### src/sv/pwmeds_pkg.sv
`timescale 1ns / 1ps
// ----------------------------------------------------------------------------
// pwmeds_pkg
// shared widths, constants and handshake structs for the pwm divider search
// ----------------------------------------------------------------------------
package pwmeds_pkg;

  localparam int CLK_W  = 32;            // source clock and request width
  localparam int FRAC_W = 4;             // divider fraction bits
  localparam int DVD_W  = CLK_W + FRAC_W; // dividend width of the serial divider
  localparam int DVS_W  = CLK_W;         // divisor width of the serial divider
  localparam int DIV_W  = 12;            // scaled divider field width
  localparam int WRAP_W = 16;            // wrap field width
  localparam int CNT_W  = $clog2(DVD_W);

  localparam int PERIOD_MAX_DEF  = 65535;
  localparam int DIVIDER_MAX_DEF = 4095;
  localparam int DIV_MIN         = 16;

  localparam logic [CLK_W-1:0] CLK_RESET = 32'd125000000;

  // launch word to the serial divider
  typedef struct packed {
    logic             go;
    logic [DVD_W-1:0] dividend;
    logic [DVS_W-1:0] divisor;
  } div_req_t;

  // result word from the serial divider
  typedef struct packed {
    logic             done;
    logic [DVD_W-1:0] quotient;
    logic [DVS_W-1:0] remainder;
  } div_rsp_t;

endpackage

### src/sv/pwm_exact_divider_search_unit.sv
`timescale 1ns / 1ps
// ----------------------------------------------------------------------------
// pwm_exact_divider_search_unit
// exact pwm divider and wrap search over one shared serial divider
// ----------------------------------------------------------------------------
// sequence: a zero clock or request is answered without a division; else one
//   division on the shared serial divider for scaled clock / request,
//   one for the lower divider bound, then one per candidate, up to 4082 in all
// throughput: one word at a time, busy stays high for the whole search
// reset: synchronous active-low rst_n idles the sequencer, drops the strobe
//   and loads source_clock_hz with 125000000; the receiver cannot stall
// ----------------------------------------------------------------------------
module pwm_exact_divider_search_unit #(
  parameter int PERIOD_MAX  = pwmeds_pkg::PERIOD_MAX_DEF,
  parameter int DIVIDER_MAX = pwmeds_pkg::DIVIDER_MAX_DEF
) (
  input  logic                            clk,
  input  logic                            rst_n,
  // config write channel
  input  logic                            cfg_valid,
  output logic                            cfg_ready,
  input  logic [pwmeds_pkg::CLK_W-1:0]    cfg_source_clock_hz,
  // command input
  input  logic                            start,
  output logic                            busy,
  input  logic [pwmeds_pkg::CLK_W-1:0]    in_request_hz,
  // result strobe
  output logic                            out_valid,
  output logic                            out_found,
  output logic [pwmeds_pkg::DIV_W-1:0]    out_divider_q4,
  output logic [pwmeds_pkg::WRAP_W-1:0]   out_wrap
);

  localparam int DVD_W  = pwmeds_pkg::DVD_W;
  localparam int DVS_W  = pwmeds_pkg::DVS_W;
  localparam int DIV_W  = pwmeds_pkg::DIV_W;
  localparam int CAND_W = DVD_W + 1;

  // one-hot sequencer states
  typedef enum logic [3:0] {
    ST_IDLE = 4'b0001,  // waiting for a command
    ST_QUOT = 4'b0010,  // scaled clock / request
    ST_LOW  = 4'b0100,  // (product - 1) / PERIOD_MAX for the lower bound
    ST_SCAN = 4'b1000   // product / candidate divider
  } state_t;

  state_t                        state_r, state_nxt;
  logic [pwmeds_pkg::CLK_W-1:0]  clk_hz_r, clk_hz_nxt;
  logic [DVD_W-1:0]              product_r, product_nxt;
  logic [DIV_W-1:0]              cand_r, cand_nxt;
  logic                          out_valid_r, out_valid_nxt;
  logic                          found_r, found_nxt;
  logic [DIV_W-1:0]              div_out_r, div_out_nxt;
  logic [pwmeds_pkg::WRAP_W-1:0] wrap_r, wrap_nxt;

  // registered launch word for the divider
  pwmeds_pkg::div_req_t          div_req_r, div_req_nxt;
  pwmeds_pkg::div_rsp_t          div_rsp;

  logic [CAND_W-1:0]             low_bound;

  pwmeds_div u_div (
    .clk   (clk),
    .rst_n (rst_n),
    .req   (div_req_r),
    .rsp   (div_rsp)
  );

  // ceil(product / PERIOD_MAX) = floor((product - 1) / PERIOD_MAX) + 1, clamped below
  always_comb begin
    low_bound = {1'b0, div_rsp.quotient} + CAND_W'(1);
    if (low_bound < CAND_W'(pwmeds_pkg::DIV_MIN)) begin
      low_bound = CAND_W'(pwmeds_pkg::DIV_MIN);
    end
  end

  always_comb begin
    state_nxt            = state_r;
    clk_hz_nxt           = clk_hz_r;
    product_nxt          = product_r;
    cand_nxt             = cand_r;
    out_valid_nxt        = 1'b0;
    found_nxt            = found_r;
    div_out_nxt          = div_out_r;
    wrap_nxt             = wrap_r;
    div_req_nxt          = div_req_r;
    div_req_nxt.go       = 1'b0;

    if (cfg_valid) begin
      clk_hz_nxt = cfg_source_clock_hz;
    end

    case (state_r)
      ST_IDLE: begin
        if (start) begin
          if (clk_hz_r == '0 || in_request_hz == '0) begin
            // nothing to search, fail at once
            out_valid_nxt = 1'b1;
            found_nxt     = 1'b0;
            div_out_nxt   = '0;
            wrap_nxt      = '0;
          end else begin
            div_req_nxt.go       = 1'b1;
            div_req_nxt.dividend = {clk_hz_r, pwmeds_pkg::FRAC_W'(0)};
            div_req_nxt.divisor  = in_request_hz;
            state_nxt            = ST_QUOT;
          end
        end
      end
      ST_QUOT: begin
        if (div_rsp.done) begin
          if (div_rsp.remainder != '0) begin
            // request does not divide the scaled clock
            out_valid_nxt = 1'b1;
            found_nxt     = 1'b0;
            div_out_nxt   = '0;
            wrap_nxt      = '0;
            state_nxt     = ST_IDLE;
          end else begin
            // quotient is at least one here since the remainder is zero
            product_nxt          = div_rsp.quotient;
            div_req_nxt.go       = 1'b1;
            div_req_nxt.dividend = div_rsp.quotient - DVD_W'(1);
            div_req_nxt.divisor  = DVS_W'(PERIOD_MAX);
            state_nxt            = ST_LOW;
          end
        end
      end
      ST_LOW: begin
        if (div_rsp.done) begin
          if (low_bound > CAND_W'(DIVIDER_MAX)) begin
            // period would overflow for every divider
            out_valid_nxt = 1'b1;
            found_nxt     = 1'b0;
            div_out_nxt   = '0;
            wrap_nxt      = '0;
            state_nxt     = ST_IDLE;
          end else begin
            cand_nxt             = low_bound[DIV_W-1:0];
            div_req_nxt.go       = 1'b1;
            div_req_nxt.dividend = product_r;
            div_req_nxt.divisor  = DVS_W'(low_bound[DIV_W-1:0]);
            state_nxt            = ST_SCAN;
          end
        end
      end
      ST_SCAN: begin
        if (div_rsp.done) begin
          if (div_rsp.remainder == '0 && div_rsp.quotient != '0 &&
              div_rsp.quotient <= DVD_W'(PERIOD_MAX)) begin
            // exact hit, first one wins
            out_valid_nxt = 1'b1;
            found_nxt     = 1'b1;
            div_out_nxt   = cand_r;
            wrap_nxt      = div_rsp.quotient[pwmeds_pkg::WRAP_W-1:0] -
                            pwmeds_pkg::WRAP_W'(1);
            state_nxt     = ST_IDLE;
          end else if (cand_r == DIV_W'(DIVIDER_MAX)) begin
            // range exhausted
            out_valid_nxt = 1'b1;
            found_nxt     = 1'b0;
            div_out_nxt   = '0;
            wrap_nxt      = '0;
            state_nxt     = ST_IDLE;
          end else begin
            cand_nxt             = cand_r + DIV_W'(1);
            div_req_nxt.go       = 1'b1;
            div_req_nxt.dividend = product_r;
            div_req_nxt.divisor  = DVS_W'(cand_r + DIV_W'(1));
          end
        end
      end
      default: begin
        state_nxt = ST_IDLE;
      end
    endcase
  end

  always_ff @(posedge clk) begin
    if (!rst_n) begin
      state_r      <= ST_IDLE;
      clk_hz_r     <= pwmeds_pkg::CLK_RESET;
      out_valid_r  <= 1'b0;
      div_req_r.go <= 1'b0;
    end else begin
      state_r      <= state_nxt;
      clk_hz_r     <= clk_hz_nxt;
      out_valid_r  <= out_valid_nxt;
      div_req_r.go <= div_req_nxt.go;
    end
    div_req_r.dividend <= div_req_nxt.dividend;
    div_req_r.divisor  <= div_req_nxt.divisor;
    product_r          <= product_nxt;
    cand_r             <= cand_nxt;
    found_r            <= found_nxt;
    div_out_r          <= div_out_nxt;
    wrap_r             <= wrap_nxt;
  end

  // config words must only be written while idle (the block does not enforce it), so always take them
  assign cfg_ready      = 1'b1;
  assign busy           = (state_r != ST_IDLE);
  assign out_valid      = out_valid_r;
  assign out_found      = found_r;
  assign out_divider_q4 = div_out_r;
  assign out_wrap       = wrap_r;

endmodule

### src/sv/pwmeds_div.sv
`timescale 1ns / 1ps
// ----------------------------------------------------------------------------
// pwmeds_div
// restoring serial divider, one quotient bit per cycle
// ----------------------------------------------------------------------------
module pwmeds_div (
  input  logic                clk,
  input  logic                rst_n,
  input  pwmeds_pkg::div_req_t req,
  output pwmeds_pkg::div_rsp_t rsp
);

  logic [pwmeds_pkg::DVS_W-1:0] rem_r, rem_nxt;
  logic [pwmeds_pkg::DVD_W-1:0] quo_r, quo_nxt;
  logic [pwmeds_pkg::DVS_W-1:0] dvs_r, dvs_nxt;
  logic [pwmeds_pkg::CNT_W-1:0] cnt_r, cnt_nxt;
  logic                         run_r, run_nxt;
  logic                         done_r, done_nxt;
  logic [pwmeds_pkg::DVS_W:0]   shifted;
  logic [pwmeds_pkg::DVS_W:0]   diff;
  logic                         ge;

  assign shifted = {rem_r, quo_r[pwmeds_pkg::DVD_W-1]};
  assign ge      = shifted >= {1'b0, dvs_r};
  assign diff    = shifted - {1'b0, dvs_r};

  always_comb begin
    rem_nxt  = rem_r;
    quo_nxt  = quo_r;
    dvs_nxt  = dvs_r;
    cnt_nxt  = cnt_r;
    run_nxt  = run_r;
    done_nxt = 1'b0;
    if (req.go) begin
      rem_nxt = '0;
      quo_nxt = req.dividend;
      dvs_nxt = req.divisor;
      cnt_nxt = '0;
      run_nxt = 1'b1;
    end else if (run_r) begin
      rem_nxt = ge ? diff[pwmeds_pkg::DVS_W-1:0] : shifted[pwmeds_pkg::DVS_W-1:0];
      quo_nxt = {quo_r[pwmeds_pkg::DVD_W-2:0], ge};
      cnt_nxt = cnt_r + pwmeds_pkg::CNT_W'(1);
      if (cnt_r == pwmeds_pkg::CNT_W'(pwmeds_pkg::DVD_W - 1)) begin
        run_nxt  = 1'b0;
        done_nxt = 1'b1;
      end
    end
  end

  always_ff @(posedge clk) begin
    if (!rst_n) begin
      run_r  <= 1'b0;
      done_r <= 1'b0;
      cnt_r  <= '0;
    end else begin
      run_r  <= run_nxt;
      done_r <= done_nxt;
      cnt_r  <= cnt_nxt;
    end
    rem_r <= rem_nxt;
    quo_r <= quo_nxt;
    dvs_r <= dvs_nxt;
  end

  assign rsp.done      = done_r;
  assign rsp.quotient  = quo_r;
  assign rsp.remainder = rem_r;

endmodule

### config.mk
export PLATFORM = sky130hd
export DESIGN_NAME = pwm_exact_divider_search_unit
export DESIGN_NICKNAME = d
export VERILOG_FILES = /design/src/sv/pwmeds_pkg.sv /design/src/sv/pwm_exact_divider_search_unit.sv /design/src/sv/pwmeds_div.sv
export SDC_FILE = /design/constraint.sdc
export NUM_CORES = 1
export LEC_CHECK = 0
export BUFFER_PORTS_ARGS = -buffer_cell sky130_fd_sc_hd__clkbuf_2
export CORE_ASPECT_RATIO = 0.6
export CORE_MARGIN = 10
export CORE_UTILIZATION = 55
export DETAILED_ROUTE_END_ITERATION = 8
export PLACE_DENSITY_LB_ADDON = 0.15
export RECOVER_POWER = 50
export SLEW_MARGIN = 25
export SYNTH_ARGS = -nofsm -noshare
export SYNTH_HDL_FRONTEND = slang
export SYNTH_SLANG_ARGS = --single-unit
### constraint.sdc
create_clock -name clk -period 6.5 [get_ports clk]
set_input_delay 0.325 -clock clk [delete_from_list [all_inputs] [get_ports clk]]
set_output_delay 0.325 -clock clk [all_outputs]
set_load 0.05 [all_outputs]
# Word level (Yosys, flattened, before mapping)
# Index checks and enable logic that the tools add are counted.
# totals
in_bits	68
elab_cells	143
reg_bits	291
# classes
order_cmp	4
addsub	7
n_reduce_logical	18
eq_ne	20
n_mux	74
bitwise_logic	3
# op_table
cell	n
two-way mux 69 bit	9
case mux 69 bit (4 select lines)	1
two-way mux 12 bit	14
two-way mux 16 bit	9
zero test 32 bit	3
two-way mux 36 bit	2
case mux 16 bit (4 select lines)	1
case mux 12 bit (4 select lines)	1
adder 36 x 1 -> 37 bit, second input constant	1
greater-than comparator 37 x 12 -> 1 bit, second input constant	1
< comparator 37 x 5 -> 1 bit, second input constant	1
two-way mux 37 bit	1
less-or-equal comparator 36 x 16 -> 1 bit, second input constant	1
nonzero test 36 bit	1
subtractor 36 x 1 -> 36 bit, second input constant	1
greater-or-equal comparator 33 x 32 -> 1 bit	1
two-way mux 32 bit	1
two-way mux 4 bit	8
nonzero test 32 bit	1
subtractor 32 bit	1
case mux 12 bit (2 select lines)	1
two-way mux 1 bit	22
!= test 2 bit, second input constant	9
case mux 4 bit (4 select lines)	1
other kinds (26)	34

# Depth between registers and ports, before layout
# Gate-level depths: netlist (run 1).
# depth
word_depth	7
mapped_depth	14
mapped_depth_nobuf	12

# Hierarchy
# From an unflattened synthesis (run 1), not the netlist that was laid out.
# hier_totals
cells_unflattened	1524
area_unflattened_um2	15723.8
# by_module_without_submodules
module	instances	seq_area_each_um2	cells_per_inst	area_per_inst_um2
pwm_exact_divider_search_unit	1	5114.9	919	9656.8
pwmeds_div	1	2842.7	605	6067.1

# Least setup slack after synthesis (run 1)
# OpenSTA, ideal clock, no wires.
# synth_path
path_type	reg2reg
startpoint	register u_div.quo_r[10] in the netlist's numbering
endpoint	register div_req_r[0] in the netlist's numbering (enable)
required_ps	5982
stages_incl_launch_ff	9
setup_time_ps	518
synth_period_minus_slack_ps	6375
arrival_time_ps	5857
slack_ps	125
cell_sequence	edfxtp_1 > buf_4 > nand3_2 > or4_4 > o41a_1 > or4_4 > a2111oi_4 > nand3_2 > a21oi_1
# synth_via
elab_chain_len	6
elab_cells_between_ends	11
classes_between	add/sub (1); order compare (3); eq/ne (2); mux (1); reduce/logical (4)
# synth_lines
item	line	rtl
start: declaration	pwmeds_div.sv:14	logic [pwmeds_pkg::DVD_W-1:0] quo_r, quo_nxt;
start signal: assignment	pwmeds_div.sv:62	quo_r <= quo_nxt;
adder 36 x 1 -> 37 bit	pwm_exact_divider_search_unit.sv:71	low_bound = {1'b0, div_rsp.quotient} + CAND_W'(1);
< comparator 37 x 5 -> 1 bit	pwm_exact_divider_search_unit.sv:72	if (low_bound < CAND_W'(pwmeds_pkg::DIV_MIN)) begin
two-way mux 37 bit	pwm_exact_divider_search_unit.sv:72	
greater-than comparator 37 x 12 -> 1 bit	pwm_exact_divider_search_unit.sv:131	if (low_bound > CAND_W'(DIVIDER_MAX)) begin
!= test 2 bit (no source line)	n/a	
AND reduction 10 bit (no source line) (*)	n/a	
end: declaration	pwm_exact_divider_search_unit.sv:57	pwmeds_pkg::div_req_t div_req_r, div_req_nxt;
# Every way passes the cells marked *; elsewhere a longest branch is shown, timed or not.
# A chain may end at the register's enable or synchronous reset.

==> qor.csv, run 1 <==
stage,metric,value,unit
sta,slew_headroom,-130,%
layout,mostFrequentLayoutCells,"edfxtp_1 (213), nor2_1 (151), nand2_1 (105)",
worst_setup_path,crit_arrival,5.66,ns
clocking,clockBufferDepth,3,
synth,avgSynthCellArea,10.8,um^2
sta,finalCritPeriodShare,81.4,%
grt,grt_overflow_total,0,
sta,final-max-slew-violation-count,201,
clocking,worstSkewPairLatency,0.57,ns
floorplanning,dieArea,0.0343,mm^2
sta,setup_slack,1.21,ns
placement,place_ws,2.08,ns
synth,synthFlopType,edfxtp_1,
route,viasPerCell,6.13,
synth,synthTopCellsByArea,"edfxtp_1 (43%), dfxtp_1 (10%), nor2_1 (3.8%), mux2i_1 (3.7%), ha_1 (3.0%)",
worst_setup_path,cp.required,6.87,ns
synth,yosysWarnings,0,
power,vdd_drop_max,0.206,mV
floorplanning,initial_core_util,56.1,%
floorplanning,coreArea,0.0265,mm^2
placement,gp_congestion,0.932,
layout,drive_above_1_share,11.6,%
synth,seq_area_frac_synth,53.5,%
grt,grt_pass1_wl,60500,um
power,leakage,0.00619,uW
synth,syn_inst,1378,
grt,top_usage_layer,met1,
job,max_cap_violations,5,
placement,io_buffers,98,
worst_setup_path,cp_max_fo,43,
route,drc_errors,0,
route,wl,39100,um
layout,final_common_cell,edfxtp_1,
placement,dpl.hpwl,27600,um
sta,fin_worst_skew,0.0146,ns
sta,min_period,5.29,ns
synth,ys_types,79,
floorplanning,placementRows,46,
grt,met1_usage,36.7,%
clocking,cts_tree,built,
synth,netlist_area,0.0149,mm^2
route,drt_iter0_markers,1525,
floorplanning,dieHeight,147,um
floorplanning,die_x,232,um
sta,setup_viol,0,
sta,worst_hold_slack,0.0121,ns
sta,timing.fmax,189,MHz
clocking,clkSinkCount,291,
status,violations,"capacitance limit, slew limit",
sta,fin_tns_setup,0,ns
clocking,clk_pin_slew,0.07,ns
clocking,htree_levels,1,
clocking,cts.repair.resized,0,
route,vias,11300,
sta,grt_setup_unrepaired,false,
worst_setup_path,crit_path_end_kind,flip-flop,
worst_setup_path,worstSetupPathType,reg -> reg,
power,p_total,5880,uW
route,firstDrtPassIters,5,
power,p_per_area,352,mW/mm^2
layout,area_delta_synth_final,12.4,%
synth,yosysTopAreaCell,edfxtp_1,
grt,grtUsageTotal,22.3,%
synth,ys_async_sr_fraction,0,%
worst_setup_path,critPathLaunchType,flip-flop,
grt,use_met3,5.41,%
grt,grt_pass1_vias,10200,
status,status,finished with violations,
grt,grt_max_degree,63,
hold_path,hp-class,in -> reg,
sta,tightest_slew,3.46,ns
clocking,numCtsBuffers,28,
synth,synth-edff-count,213,
route,post_drt_wl_per_cell,21.2,um
synth,synth_nets,1483,
route,ant_nets,0,
layout,nets,1569,
synth,netlist.area_leader.share,43.0,%
synth,synth-seq-cells,291,
grt,grt_antenna_before_repair,0,
clocking,clockRootBuffer,clkbuf_16,
layout,fill_cells,2158,
grt,grt_use_met2,28.1,%
sta,finalHoldViolations,0,
floorplanning,io_pins,100,
layout,num_antenna_cells,0,
-- final cells by class --
cell class	instances	area, um^2	area share (%)
multi-input combinational	948	6390	38.2
sequential	291	7960	47.6
clock inverter	17	159	0.950
tap	360	450	2.69
clock buffer	35	747	4.46
inverter	58	218	1.30
timing repair buffer	137	806	4.82
-- per-stage QoR --
step	util [%]	cells	cell area (um^2)
floorplan	-	1378	14900
global placement	58.9	1768	15600
detailed placement	58.9	1768	15600
CTS	63.3	1846	16800
global route	63.1	1846	16700
finish	63.1	1846	16700
-- worst max-delay path: stages (launching register included) --
cell and delay [ns]:
dfxtp_1 0.45, nor4_1 0.11, nand4_1 0.28, o22ai_1 0.26
inv_1 0.09, nand2_1 0.07, nor2_1 1.45, clkbuf_1 1.59
a221oi_1 0.37, nand2_1 0.14, a2bb2oi_1 0.27
-- where the power goes --
part / switching, uW / leakage [uW] / internal (uW)
registers: 256 / 0.00265 / 2300
clock network: 731 / 0.000442 / 901
logic: 1030 / 0.00310 / 661
total: 2020 / 0.00619 / 3860
-- logic make-up after synthesis --
logic type,synth area share [%]
flip-flops,53.5
XOR/XNOR,5.30
adder cells (fa/ha/maj),3.16
other,0.0252
multiplexers,6.04
buffers and inverters,3.82
AND/OR/NAND/NOR,16.4
AO/OA/AOI/OAI,11.8
-- layer usage --
metal / up-vias / part of all wire, %
li1: 5284 / -
met3: 36 / 11
met2: 532 / 39
met1: 5460 / 50
met4: 0 / 1.2
met5: - / 0
-- path summary, 6_finish.rpt --
| kind | from | end | slack, ns | cells past startpoint |
|---|---|---|---|---|
| max | clk_hz_r[15] | div_req_r[4] | 1.21 | 10 |
| min | cfg_source_clock_hz[27] | clk_hz_r[27] | 0.01 | 3 |
| max reg2reg | clk_hz_r[15] | div_req_r[4] | 1.21 | 10 |
| min reg2reg | div_req_r[5] | u_div.dvs_r[5] | 0.42 | 0 |
-- state kept, by name (all words and copies together) (netlist names) --
signal	count
u_div.quo_r	36
state_r	4
out_divider_q4	12
clk_hz_r	32
product_r	36
out_wrap	16
u_div.run_r	1
u_div.rem_r	32
div_req_r	69
cand_r	12
u_div.dvs_r	32
out_found	1
u_div.cnt_r	6
u_div.done_r	1
out_valid	1
-- synthesized netlist by cell type, types with 4 or more instances --
| library cell | n |
|---|---|
| nor2b_1 | 6 |
| xnor2_1 | 45 |
| or4_1 | 9 |
| nand3_1 | 35 |
| nor4_1 | 39 |
| o21bai_1 | 4 |
| nor3b_1 | 4 |
| edfxtp_1 | 213 |
| a22o_1 | 4 |
| a211oi_1 | 19 |
| a31oi_1 | 11 |
| a32oi_1 | 4 |
| a221o_1 | 31 |
| ha_1 | 36 |
| a221oi_1 | 10 |
| xor2_1 | 45 |
| nand4_1 | 26 |
| mux2i_1 | 55 |
| nor2_1 | 152 |
| clkbuf_1 | 55 |
| nor3_1 | 20 |
| a311oi_1 | 4 |
| nand2_1 | 105 |
| inv_1 | 56 |
| or3_1 | 7 |
| a21oi_1 | 52 |
| dfxtp_1 | 78 |
| or2_2 | 5 |
| buf_1 | 10 |
| o31ai_1 | 10 |
| o311ai_0 | 7 |
| nand2b_1 | 7 |
| mux2_2 | 31 |
| o21a_1 | 6 |
| and3_1 | 17 |
| a21o_1 | 11 |
| buf_2 | 10 |
| and2_1 | 35 |
| o21ai_0 | 39 |
-- repair_timing --
item | 4_1_cts | 5_1_grt
setup buffers | 0 | 0
hold endpoints to repair | 26 | 0
hold buffers | 26 | 0
Power figures use the tool's default switching activity.
==> run 2: changes to the inputs <==
==> constraint.sdc (replaced) <==
create_clock -name clk -period 4.8 [get_ports clk]
set_input_delay 0.24 -clock clk [delete_from_list [all_inputs] [get_ports clk]]
set_output_delay 0.24 -clock clk [all_outputs]
set_load 0.05 [all_outputs]
==> run 2 against run 1 <==
Net effect: the run still ends with capacitance limit, slew limit left; first-iteration DRC count is 3.0% lower; critical path depth stayed put; combinational power is 38% higher; clock power is 36% higher; fmax is 24% higher; largest power group unchanged; core utilization is 1.1 points higher; flip-flop and latch count stayed put; routed wire length is 3.3% higher; power is 36% higher; hold slack better by 0.013 ns; clock skew is 0.0082 ns higher.
==> qor.csv, run 2 (synthesized netlist as in run 1, its figures left out) <==
stage,metric,value,unit,change
status,status,finished with violations,,
status,violations,"capacitance limit, slew limit",,
sta,fin_worst_skew,0.0229,ns,+0.00824 ns
route,post_drt_wl_per_cell,21.6,um,+1.7%
clocking,htree_levels,1,,unchanged
clocking,clkSinkCount,291,,unchanged
grt,grt_pass1_vias,10600,,+3.9%
floorplanning,placementRows,46,,unchanged
power,leakage,0.00633,uW,+2.2%
job,max_cap_violations,5,,unchanged
placement,place_ws,0.665,ns,-1.42 ns
clocking,clockRootBuffer,clkbuf_16,,
worst_setup_path,cp_max_fo,48,,+12%
sta,finalHoldViolations,0,,unchanged
clocking,clockBufferDepth,3,,unchanged
sta,setup_slack,0.520,ns,-0.688 ns
clocking,cts.repair.resized,0,,unchanged
layout,final_common_cell,edfxtp_1,,
placement,place_inst,1775,,+0.40%
route,firstDrtPassIters,5,,unchanged
placement,gp_congestion,0.974,,+4.5%
clocking,cts_tree,built,,
worst_setup_path,critPathLaunchType,flip-flop,,
grt,grt_pass1_wl,63000,um,+4.1%
floorplanning,die_x,232,um,unchanged
sta,finalCritPeriodShare,89.2,%,+7.8 points
layout,top_register,div_req_r,,
placement,io_buffers,98,,unchanged
power,p_total,8020,uW,+36%
route,viasPerCell,6.09,,-0.55%
route,vias,11400,,+1.0%
clocking,worstSkewPairLatency,0.56,ns,about the same
power,vdd_drop_max,0.335,mV,+63%
floorplanning,initial_core_util,56.1,%,unchanged
sta,min_period,4.28,ns,-1.01 ns
placement,dpl.hpwl,27800,um,+0.50%
sta,slew_headroom,-63.1,%,+67 points
worst_setup_path,crit_arrival,4.69,ns,-0.97 ns
worst_setup_path,worstSetupPathType,reg -> reg,,
worst_setup_path,cp.required,5.21,ns,-1.66 ns
layout,nets,1598,,+1.8%
route,wl,40400,um,+3.3%
floorplanning,io_pins,100,,unchanged
layout,mostFrequentLayoutCells,"edfxtp_1 (213), nor2_1 (150), nand2_1 (105)",,
clocking,clk_pin_slew,0.07,ns,about the same
layout,drive_above_1_share,11.8,%,+0.25 points
sta,setup_viol,0,,unchanged
grt,grt_max_degree,56,,-11%
sta,fin_tns_setup,0,ns,unchanged
layout,area_delta_synth_final,14.4,%,
sta,final-max-slew-violation-count,109,,-46%
floorplanning,coreArea,0.0265,mm^2,unchanged
grt,grtUsageTotal,23.2,%,+0.93 points
route,ant_nets,0,,unchanged
layout,final_cells,1875,,+1.6%
floorplanning,dieHeight,147,um,unchanged
grt,grt_overflow_total,0,,unchanged
floorplanning,dieArea,0.0343,mm^2,unchanged
layout,largest_reg_flops,69,,unchanged
clocking,numCtsBuffers,27,,-3.6%
route,drt_iter0_markers,1480,,-3.0%
route,drc_errors,0,,unchanged
power,p_per_area,471,mW/mm^2,+34%
sta,worst_hold_slack,0.0248,ns,+0.0128 ns
hold_path,hp-class,in -> reg,,
worst_setup_path,crit_path_end_kind,flip-flop,,
layout,reg_top3,"div_req_r (69), product_r (36), u_div.quo_r (36)",,
sta,timing.fmax,234,MHz,+24%
grt,grt_antenna_before_repair,1,,+1
sta,grt_setup_unrepaired,false,,
sta,tightest_slew,2.45,ns,-1.01 ns
-- run 2: cell types whose count changed in the layout (fill, tap and decap cells not counted), moves of 3 or more --
cell,before,now
and2_1,26,35
clkbuf_1,41,37
buf_4,8,16
clkinv_2,6,3
dlygate4sd3_1,26,49
and2_0,10,1
clkinvlp_4,2,5
-- run 2: routing by layer --
layer / part of all wire [%] / up-vias / GRT usage [%]
met5: 0 / - / 0
met4: 1.8 / 0 / 4.98
met3: 12 / 48 / 6.90
met2: 39 / 568 / 30.0
met1: 48 / 5462 / 36.6
li1: - / 5349 / -
-- run 2: power breakdown --
part	switching (uW)	internal [uW]
clock network	980	1240
registers	349	3110
logic	1420	918
-- run 2: path summary, 6_finish.rpt --
kind / from / end / slack [ns] / cells past startpoint
setup / recovery: u_div.quo_r[0] / div_req_r[55] / 0.52 / 10
hold / removal: in_request_hz[18] / div_req_r[18] / 0.02 / 2
setup reg to reg: u_div.quo_r[0] / div_req_r[55] / 0.52 / 10
hold reg to reg: div_req_r[22] / u_div.dvs_r[22] / 0.42 / 0
-- run 2: area by class of cell --
cell class | instances | area, um^2
Sequential cell | 291 | 7960
Inverter | 58 | 218
Timing Repair Buffer | 167 | 1090
Antenna cell | 1 | 2.50
Clock buffer | 32 | 714
Clock inverter | 18 | 189
Multi-Input combinational cell | 948 | 6400
Fill cell | 2068 | 9510
Tap cell | 360 | 450
-- run 2: what timing repair did --
| action | in CTS | in global routing |
|---|---|---|
| hold buffers | 49 | 0 |
| setup buffers | 0 | 0 |
| endpoints found under the hold margin | 49 | 0 |
-- run 2: critical path, stage by stage, from the launching register on --
cell	delay [ns]
edfxtp_1	0.52
inv_1	0.16
ha_1	0.22
or4b_2	0.68
or3_1	0.44
nor3_1	0.31
nor4_1	0.11
a211oi_1	0.50
nand2_1	0.28
nand2_4	0.60
a221o_1	0.28
-- run 2: per-stage QoR --
step,area [um^2],util (%)
6_report,17000,64.2
5_1_grt,17000,64.2
4_1_cts,17100,64.3
3_5_place_dp,15700,59.1
3_3_place_gp,15700,59.1
2_1_floorplan,14900,-
==> run 3: changes to the inputs <==
==> constraint.sdc (replaced) <==
create_clock -name clk -period 4.8 [get_ports clk]
set_input_delay 0.48 -clock clk [delete_from_list [all_inputs] [get_ports clk]]
set_output_delay 0.48 -clock clk [all_outputs]
set_load 0.05 [all_outputs]
==> run 3 against run 2 <==
Net effect: the run still ends with capacitance limit, slew limit left; sequential power about the same; routed wire length fell by 1.9%; register-to-register slack got worse by 0.04 ns; non-clock buffer count is 49 lower; final area shrank 3.1%; die area did not move; first-iteration DRC count shrank 13%; clock power shrank 3%; largest cell class unchanged.
==> qor.csv, run 3 (synthesized netlist as in run 1, its figures left out) <==
stage,metric,value,unit,change
floorplanning,placementRows,46,,unchanged
route,wl,39700,um,-1.9%
route,drc_errors,0,,unchanged
floorplanning,initial_core_util,56.1,%,unchanged
power,vdd_drop_max,0.431,mV,+29%
clocking,cts_setup_buffers,0,,unchanged
grt,grt_max_degree,56,,unchanged
grt,grtUsageTotal,22.8,%,-0.44 points
clocking,clockBufferDepth,3,,unchanged
layout,final_common_cell,edfxtp_1,,
worst_setup_path,cp_max_fo,48,,unchanged
grt,grt_overflow_total,0,,unchanged
job,max_cap_violations,4,,-1
worst_setup_path,worstSetupPathType,reg -> reg,,
status,violations,"capacitance limit, slew limit",,
clocking,htree_levels,1,,unchanged
sta,slew_headroom,-60.4,%,+2.7 points
layout,nets,1549,,-3.1%
route,vias,11300,,-1.2%
power,leakage,0.00613,uW,-3.2%
floorplanning,die_x,232,um,unchanged
hold_path,hp-class,in -> reg,,
power,p_total,7930,uW,-1.1%
layout,drive_above_1_share,11.9,%,+0.12 points
sta,final-max-slew-violation-count,133,,+22%
power,p_per_area,481,mW/mm^2,+2.1%
sta,finalHoldViolations,0,,unchanged
grt,grt_pass1_wl,62100,um,-1.4%
layout,final_area,0.0165,mm^2,-3.1%
sta,fin_tns_setup,0,ns,unchanged
layout,final_cells,1825,,-2.7%
grt,grt_pass1_vias,10300,,-2.8%
route,firstDrtPassIters,5,,unchanged
sta,tightest_slew,2.41,ns,-0.0402 ns
clocking,clkSinkCount,291,,unchanged
clocking,worstSkewPairLatency,0.56,ns,about the same
floorplanning,coreArea,0.0265,mm^2,unchanged
clocking,cts_hold_buf,0,,-100%
clocking,cts.repair.resized,0,,unchanged
status,status,finished with violations,,
hold_path,min_path_cells,3,,+1
sta,fin_worst_skew,0.0161,ns,-0.00673 ns
route,viasPerCell,6.19,,+1.5%
layout,reg_top3,"div_req_r (69), product_r (36), u_div.quo_r (36)",,
layout,final_core_util,62.2,%,-2.0 points
grt,grt_antenna_before_repair,0,,-1
placement,post_dp_cell_area,0.0157,mm^2,unchanged
clocking,clk_pin_slew,0.07,ns,about the same
sta,min_period,4.32,ns,+0.0434 ns
layout,mostFrequentLayoutCells,"edfxtp_1 (213), nor2_1 (151), nand2_1 (105)",,
sta,grt_setup_unrepaired,false,,
worst_setup_path,rr_worst_depth,10,,unchanged
clocking,cts_tree,built,,
layout,num_antenna_cells,0,,-1
floorplanning,io_pins,100,,unchanged
clocking,numCtsBuffers,27,,unchanged
sta,setup_viol,0,,unchanged
worst_setup_path,cp.required,5.21,ns,about the same
worst_setup_path,crit_arrival,4.73,ns,+0.04 ns
placement,io_buffers,98,,unchanged
sta,finalCritPeriodShare,90.1,%,+0.90 points
placement,dpl.hpwl,28000,um,+1.0%
layout,top_register,div_req_r,,
layout,largest_reg_flops,69,,unchanged
layout,area_delta_synth_final,10.8,%,
placement,place_inst,1775,,unchanged
route,ant_nets,0,,unchanged
worst_setup_path,crit_path_end_kind,flip-flop,,
route,post_drt_wl_per_cell,21.7,um,+0.75%
sta,timing.fmax,231,MHz,-1.0%
placement,gp_congestion,0.971,,-0.30%
floorplanning,dieHeight,147,um,unchanged
clocking,clockRootBuffer,clkbuf_16,,
route,drt_iter0_markers,1284,,-13%
floorplanning,dieArea,0.0343,mm^2,unchanged
worst_setup_path,critPathLaunchType,flip-flop,,
==> run 3: cell types whose count changed in the layout (fill, tap and decap cells not counted), moves of 2 or more <==
cell,previous run,this run
dlygate4sd3_1,49,0
clkbuf_1,37,44
clkinvlp_4,5,0
and2_0,1,5
and2_1,35,31
clkinv_1,4,0
clkinv_2,3,6
inv_6,3,1
==> run 3: per-layer routing <==
layer	global-route usage (%)	part of all wire [%]
met1	36.6	50
met5	0	0
met2	29.4	39
met4	3.90	1.5
met3	6.33	10
==> run 3: area by class of cell <==
| class | count | area, um^2 |
|---|---|---|
| clock buffers | 40 | 766 |
| clock inverters | 10 | 108 |
| fillers | 2159 | 10000 |
| inverters | 58 | 218 |
| multi-input cells | 948 | 6390 |
| flip-flops and latches | 291 | 7960 |
| well taps | 360 | 450 |
| repair buffers | 118 | 603 |
==> run 3: metrics by stage <==
| step | setup WS, ns | hold slack [ns] |
|---|---|---|
| 2_1_floorplan | 0.374 | 0.400 |
| 3_3_place_gp | 0.728 | 0.401 |
| 3_5_place_dp | 0.624 | 0.405 |
| 4_1_cts | 0.575 | 0.123 |
| 5_1_grt | 0.242 | 0.134 |
| 6_report | 0.476 | 0.148 |
==> run 3: final timing paths <==
kind	from	end	slack (ns)
worst max-delay path	u_div.quo_r[0]	div_req_r[54]	0.48
worst min register to register	div_req_r[31]	u_div.dvs_r[31]	0.41
worst min-delay path	cfg_source_clock_hz[6]	clk_hz_r[6]	0.15
worst max register to register	u_div.quo_r[0]	div_req_r[54]	0.48
==> run 3: power by group <==
group          switching (uW)  internal (uW)  leakage [uW]
clock                     941           1220      0.000432
sequential                346           3110       0.00265
combinational            1420            891       0.00304
==> run 3: critical path: stages (launching register included) <==
cell and delay, ns:
edfxtp_1 0.52, inv_1 0.18, ha_1 0.22, or4b_2 0.67, or3_1 0.46, nor3_1 0.31, nor4_1 0.11, a211oi_1 0.53
nand2_1 0.29, nand2_4 0.59, a221o_1 0.27
